**config.mk**
```make
export PLATFORM = sky130hd
export DESIGN_NAME = ddi_front
export DESIGN_NICKNAME = d
export VERILOG_FILES = /design/src/sv/ddi_pkg.sv /design/src/sv/ddi_front.sv
export SDC_FILE = /design/constraint.sdc
export NUM_CORES = 2
export LEC_CHECK = 0
export BUFFER_PORTS_ARGS = -buffer_cell sky130_fd_sc_hd__buf_2
export CAP_MARGIN = 5
export CORE_MARGIN = 2
export CORE_UTILIZATION = 45
export DETAILED_ROUTE_END_ITERATION = 12
export MAX_ROUTING_LAYER = met4
export SYNTH_ARGS = -nofsm -noshare
export SYNTH_HDL_FRONTEND = slang
export SYNTH_SLANG_ARGS = --single-unit
export TNS_END_PERCENT = 10
```
**constraint.sdc**
```tcl
create_clock -name clk_i -period 5.8 [get_ports clk_i]
set_clock_uncertainty 0.15 [all_clocks]
set_input_delay 0.29 -clock clk_i [delete_from_list [all_inputs] [get_ports clk_i]]
set_output_delay 0.29 -clock clk_i [all_outputs]
set_load 0.02 [all_outputs]
```
**src/sv/ddi_pkg.sv**
```systemverilog
// Package: constants, tables and shared types for the dequantizing 8x8 IDCT.
package ddi_pkg;

  localparam int NumQtables = 4;
  localparam int TselW = 2;
  localparam int CoefW = 20;
  localparam int TmpW = 36;

  typedef enum logic [1:0] {
    BK_IDLE,
    BK_ROW,
    BK_COL,
    BK_CLEAR
  } bk_state_e;

  typedef struct packed {
    logic [5:0] nat_pos;
    logic signed [CoefW-1:0] coef;
    logic last;
  } coef_req_t;

  function automatic logic [5:0] zz_to_nat(input logic [5:0] z);
    logic [5:0] r;
    case (z)
      6'd0: r = 6'd0;    6'd1: r = 6'd1;    6'd2: r = 6'd8;    6'd3: r = 6'd16;
      6'd4: r = 6'd9;    6'd5: r = 6'd2;    6'd6: r = 6'd3;    6'd7: r = 6'd10;
      6'd8: r = 6'd17;   6'd9: r = 6'd24;   6'd10: r = 6'd32;  6'd11: r = 6'd25;
      6'd12: r = 6'd18;  6'd13: r = 6'd11;  6'd14: r = 6'd4;   6'd15: r = 6'd5;
      6'd16: r = 6'd12;  6'd17: r = 6'd19;  6'd18: r = 6'd26;  6'd19: r = 6'd33;
      6'd20: r = 6'd40;  6'd21: r = 6'd48;  6'd22: r = 6'd41;  6'd23: r = 6'd34;
      6'd24: r = 6'd27;  6'd25: r = 6'd20;  6'd26: r = 6'd13;  6'd27: r = 6'd6;
      6'd28: r = 6'd7;   6'd29: r = 6'd14;  6'd30: r = 6'd21;  6'd31: r = 6'd28;
      6'd32: r = 6'd35;  6'd33: r = 6'd42;  6'd34: r = 6'd49;  6'd35: r = 6'd56;
      6'd36: r = 6'd57;  6'd37: r = 6'd50;  6'd38: r = 6'd43;  6'd39: r = 6'd36;
      6'd40: r = 6'd29;  6'd41: r = 6'd22;  6'd42: r = 6'd15;  6'd43: r = 6'd23;
      6'd44: r = 6'd30;  6'd45: r = 6'd37;  6'd46: r = 6'd44;  6'd47: r = 6'd51;
      6'd48: r = 6'd58;  6'd49: r = 6'd59;  6'd50: r = 6'd52;  6'd51: r = 6'd45;
      6'd52: r = 6'd38;  6'd53: r = 6'd31;  6'd54: r = 6'd39;  6'd55: r = 6'd46;
      6'd56: r = 6'd53;  6'd57: r = 6'd60;  6'd58: r = 6'd61;  6'd59: r = 6'd54;
      6'd60: r = 6'd47;  6'd61: r = 6'd55;  6'd62: r = 6'd62;  default: r = 6'd63;
    endcase
    return r;
  endfunction

  function automatic logic signed [14:0] cos_q13(input logic [3:0] j);
    logic signed [14:0] r;
    case (j)
      4'd0: r = 15'sd8192;
      4'd1: r = 15'sd8035;
      4'd2: r = 15'sd7568;
      4'd3: r = 15'sd6811;
      4'd4: r = 15'sd5793;
      4'd5: r = 15'sd4551;
      4'd6: r = 15'sd3135;
      4'd7: r = 15'sd1598;
      default: r = 15'sd0;
    endcase
    return r;
  endfunction

  function automatic logic signed [14:0] basis(input logic [2:0] k, input logic [2:0] x);
    logic [4:0] j;
    logic [4:0] m;
    logic signed [14:0] r;
    j = 5'((({2'b0, x} << 1) + 5'd1) * {2'b0, k});
    m = (j > 5'd16) ? 5'(6'd32 - {1'b0, j}) : j;
    if (k == 3'd0) r = 15'sd5793;
    else if (m > 5'd8) r = -cos_q13(4'(5'd16 - m));
    else r = cos_q13(m[3:0]);
    return r;
  endfunction

endpackage

```
**src/sv/ddi_front.sv**
```systemverilog
// Front end: quantization table store, dequantization and zigzag reordering.
module ddi_front import ddi_pkg::*; (
  input  logic clk_i,
  input  logic rst_ni,
  input  logic acc_i,
  input  logic mode_i,
  input  logic [TselW-1:0] table_select_i,
  input  logic [5:0] zigzag_position_i,
  input  logic [7:0] quant_value_i,
  input  logic signed [11:0] coeff_value_i,
  input  logic block_last_i,
  output logic req_valid_o,
  output coef_req_t req_o
);

  logic [7:0] qmem [NumQtables*64];
  logic [7:0] qrd_q;
  logic v_q, last_q, tok_q;
  logic [5:0] nat_q;
  logic signed [11:0] c_q;
  logic tsel_ok;

  assign tsel_ok = ({1'b0, table_select_i} < (TselW+1)'(NumQtables));

  always_ff @(posedge clk_i) begin
    if (acc_i && !mode_i && tsel_ok) begin
      qmem[{table_select_i, zigzag_position_i}] <= quant_value_i;
    end
    qrd_q <= qmem[{table_select_i, zigzag_position_i}];
    nat_q <= zz_to_nat(zigzag_position_i);
    c_q <= coeff_value_i;
    last_q <= block_last_i;
    tok_q <= tsel_ok;
  end

  always_ff @(posedge clk_i or negedge rst_ni) begin
    if (!rst_ni) v_q <= 1'b0;
    else v_q <= acc_i && mode_i;
  end

  assign req_valid_o = v_q;
  always_comb begin
    req_o.nat_pos = nat_q;
    req_o.last = last_q;
    req_o.coef = tok_q ? CoefW'(c_q * $signed({1'b0, qrd_q})) : '0;
  end

endmodule

```
==> flow_summary.json <==
{
  "drt-initial-drc-count": 4715,
  "postSynthAreaPerCell_um2": 20.70,
  "htreeDepth": 4,
  "rsz0062_at_grt": "true",
  "setup_violations": 0,
  "dp_hpwl_um": 116500,
  "yosysWarningCount": 0,
  "die_h_um": 433.5,
  "synthesis.nets": 4172,
  "worst_ep_arrival_time_ns": 5.19,
  "synth_edf_count": 2048,
  "p_leak_nw": 29.78,
  "chipWidth_um": 433.5,
  "ir_drop_mv": 0.6364,
  "synth_ff_type": "edfxtp_1",
  "globalplace.congestion": 0.8388,
  "port_buffers": 60,
  "fin_crit_ns": 5.631,
  "start_kind": "flop",
  "placed_area_um2": 86730,
  "cp_slowest_stage_delay_ns": 0.49,
  "ys_types": 53,
  "utilization_pct": 51.26,
  "drive_gt1_share_pct": 24.56,
  "grt-ovfl-total": 0,
  "crit_chain": "buf_4, buf_4, nand2_1, fa_1, inv_1, ha_1, ha_1, inv_1, fa_1, inv_1, ha_1, fa_2, a21o_1, a21oi_2, o21ai_2, a41oi_2, or4b_4, o211ai_1, buf_4",
  "layout_commonest_cell": "edfxtp_1",
  "vias_per_cell": 5.881,
  "drc": 0,
  "wl_per_cell_um": 28.99,
  "vias": 40390,
  "core_um2": 183300,
  "tightest_slew_ns": 1.247,
  "start_util_pct": 45.29,
  "grt_usage_pct": 21.93,
  "area_delta_synth_final_pct": 13.18,
  "power_density_nw_per_um2": 362.0,
  "crit_path_end_kind": "output pin",
  "synth_seq_cells": 2076,
  "hold_path_class": "in2reg",
  "clock_latency_ns": 0.85,
  "grt_start_max_net_pins": 209,
  "layout_common_cells": "edfxtp_1 (2,048), mux4_2 (513), nor2_1 (267)",
  "grt_pass1_wl_um": 289800,
  "slew_violations": 0,
  "first_pass_iters": 6,
  "mappedNetlistArea_um2": 83010,
  "grt_pass1_vias": 41250,
  "fin_crit_sh_pct": 97.08,
  "cp.required_ns": 5.36,
  "clk_pin_slew_worst_paths_ns": 0.06,
  "io_pins": 61,
  "cts_sinks": 2076,
  "clockRootBuffer": "clkbuf_16",
  "synthCells": 4011,
  "path_class": "reg2out",
  "critical-path-slowest-cell": "fa_1",
  "cts_tree": "done",
  "finalWirelength_um": 199100,
  "slew_headroom_pct": 16.84,
  "final_hold_viol_count": 0,
  "outcome": "finished, final reports clean",
  "synth-seq-area-share_pct": 74.76,
  "synthArstFlopShare_pct": 0.04817,
  "power_w": 0.03401,
  "cap_violations": 0,
  "numCtsBuffers": 200,
  "path_max_fanout": 5,
  "die_area_um2": 187900,
  "finalNetCount": 4393,
  "fmax_mhz": 177.6,
  "rows": 157,
  "clockBufferDepth": 3,
  "final_area_um2": 93960,
  "antenna_left": 0,
  "antenna_found_initial": 10
}
-- sequential cells by signal, indices dropped and copies added (netlist names) --
| register | cells |
|---|---|
| qmem | 2048 |
| c_q | 12 |
| qrd_q | 8 |
| nat_q | 6 |
| last_q | 1 |
| req_valid_o | 1 |
-- cell usage after synthesis (26+ instances only) --
library cell | instances | area share [%]
a221oi_1 | 129 | 1.4
a22o_1 | 129 | 1.4
and2_1 | 53 | 0.40
buf_1 | 26 | 0.12
buf_2 | 36 | 0.22
buf_6 | 27 | 0.37
clkbuf_1 | 143 | 0.65
dfxtp_1 | 27 | 0.65
edfxtp_1 | 2048 | 74
fa_1 | 76 | 1.8
ha_1 | 52 | 0.78
inv_1 | 127 | 0.57
mux4_2 | 513 | 14
nand2_1 | 101 | 0.46
nor2_1 | 270 | 1.2
o21ai_1 | 30 | 0.18
o22ai_1 | 66 | 0.50
-- critical path: cells and delay by family, from the launching register on --
family / cells / cell delay (ns)
buffers and inverters: 6 / 0.52
flip-flops: 1 / 0.37
AO/OA/AOI/OAI: 5 / 0.80
adder cells (fa/ha/maj): 6 / 2.12
AND/OR/NAND/NOR: 2 / 0.54
-- routing by layer --
layer | vias to the layer above | global-route usage [%] | share of wire [%]
li1 | 17020 | - | -
met1 | 21580 | 29.93 | 42
met2 | 1484 | 34.33 | 49
met3 | 305 | 3.599 | 6.5
met4 | 0 | 6.346 | 2.6
met5 | - | - | 0
-- cells by family after synthesis --
family | count (synthesis) | synth area share (%)
flip-flops | 2076 | 74.76
multiplexers | 516 | 13.96
AND/OR/NAND/NOR | 467 | 2.398
AO/OA/AOI/OAI | 428 | 3.982
buffers and inverters | 375 | 2.062
adder cells (fa/ha/maj) | 128 | 2.617
XOR/XNOR | 21 | 0.2216
-- cell type report --
| type | instances | area [µm²] |
|---|---|---|
| Sequential cell | 2076 | 62110 |
| Tap cell | 2464 | 3083 |
| Clock buffer | 253 | 5264 |
| Multi-Input combinational cell | 1560 | 19470 |
| Inverter | 128 | 480.5 |
| Fill cell | 14400 | 89320 |
| Timing Repair Buffer | 266 | 2287 |
| Antenna cell | 3 | 7.507 |
| Clock inverter | 118 | 1250 |
-- repair_timing --
item	4_1_cts	5_1_grt
pin swaps	8	9
buffers inserted	4	3
resized for setup	50	18
endpoints found under the setup margin	7	4
hold buffers	42	0
endpoints found under the hold margin	814	0
-- report_power, final --
| group | switching (W) | internal, W | total [W] |
|---|---|---|---|
| clock network | 0.00557 | 0.00742 | 0.0130 |
| logic | 0.00262 | 0.00183 | 0.00445 |
| registers | 0.0000429 | 0.0165 | 0.0166 |
-- final timing paths --
| path | startpoint | endpoint | slack, ns | depth (start not counted) |
|---|---|---|---|---|
| max in group asynchronous | rst_ni | req_valid_o | 5.25 | 3 |
| worst max register to register | qmem[202][2] | qrd_q[2] | 2.53 | 6 |
| worst min-delay path | mode_i | qmem[192][2] | 0.10 | 4 |
| worst max-delay path | qrd_q[2] | req_o[17] | 0.17 | 19 |
| worst min register to register | qmem[158][7] | qrd_q[7] | 1.04 | 5 |
| min in group asynchronous | rst_ni | req_valid_o | 0.15 | 3 |
-- through the flow --
step                worst slack [ns]  hold slack (ns)  instances  TNS (ns)
global placement              0.3679         -0.08583       6445         0
floorplan                     0.4908          -0.1556       4011         0
finish                        0.1695           0.1008       6868         0
global route                -0.02584          0.06658       6868  -0.04003
detailed placement            0.3898         -0.08332       6445         0
CTS                         0.001495          0.03886       6862         0
Note: power is estimated with default switching activity, not from simulation.
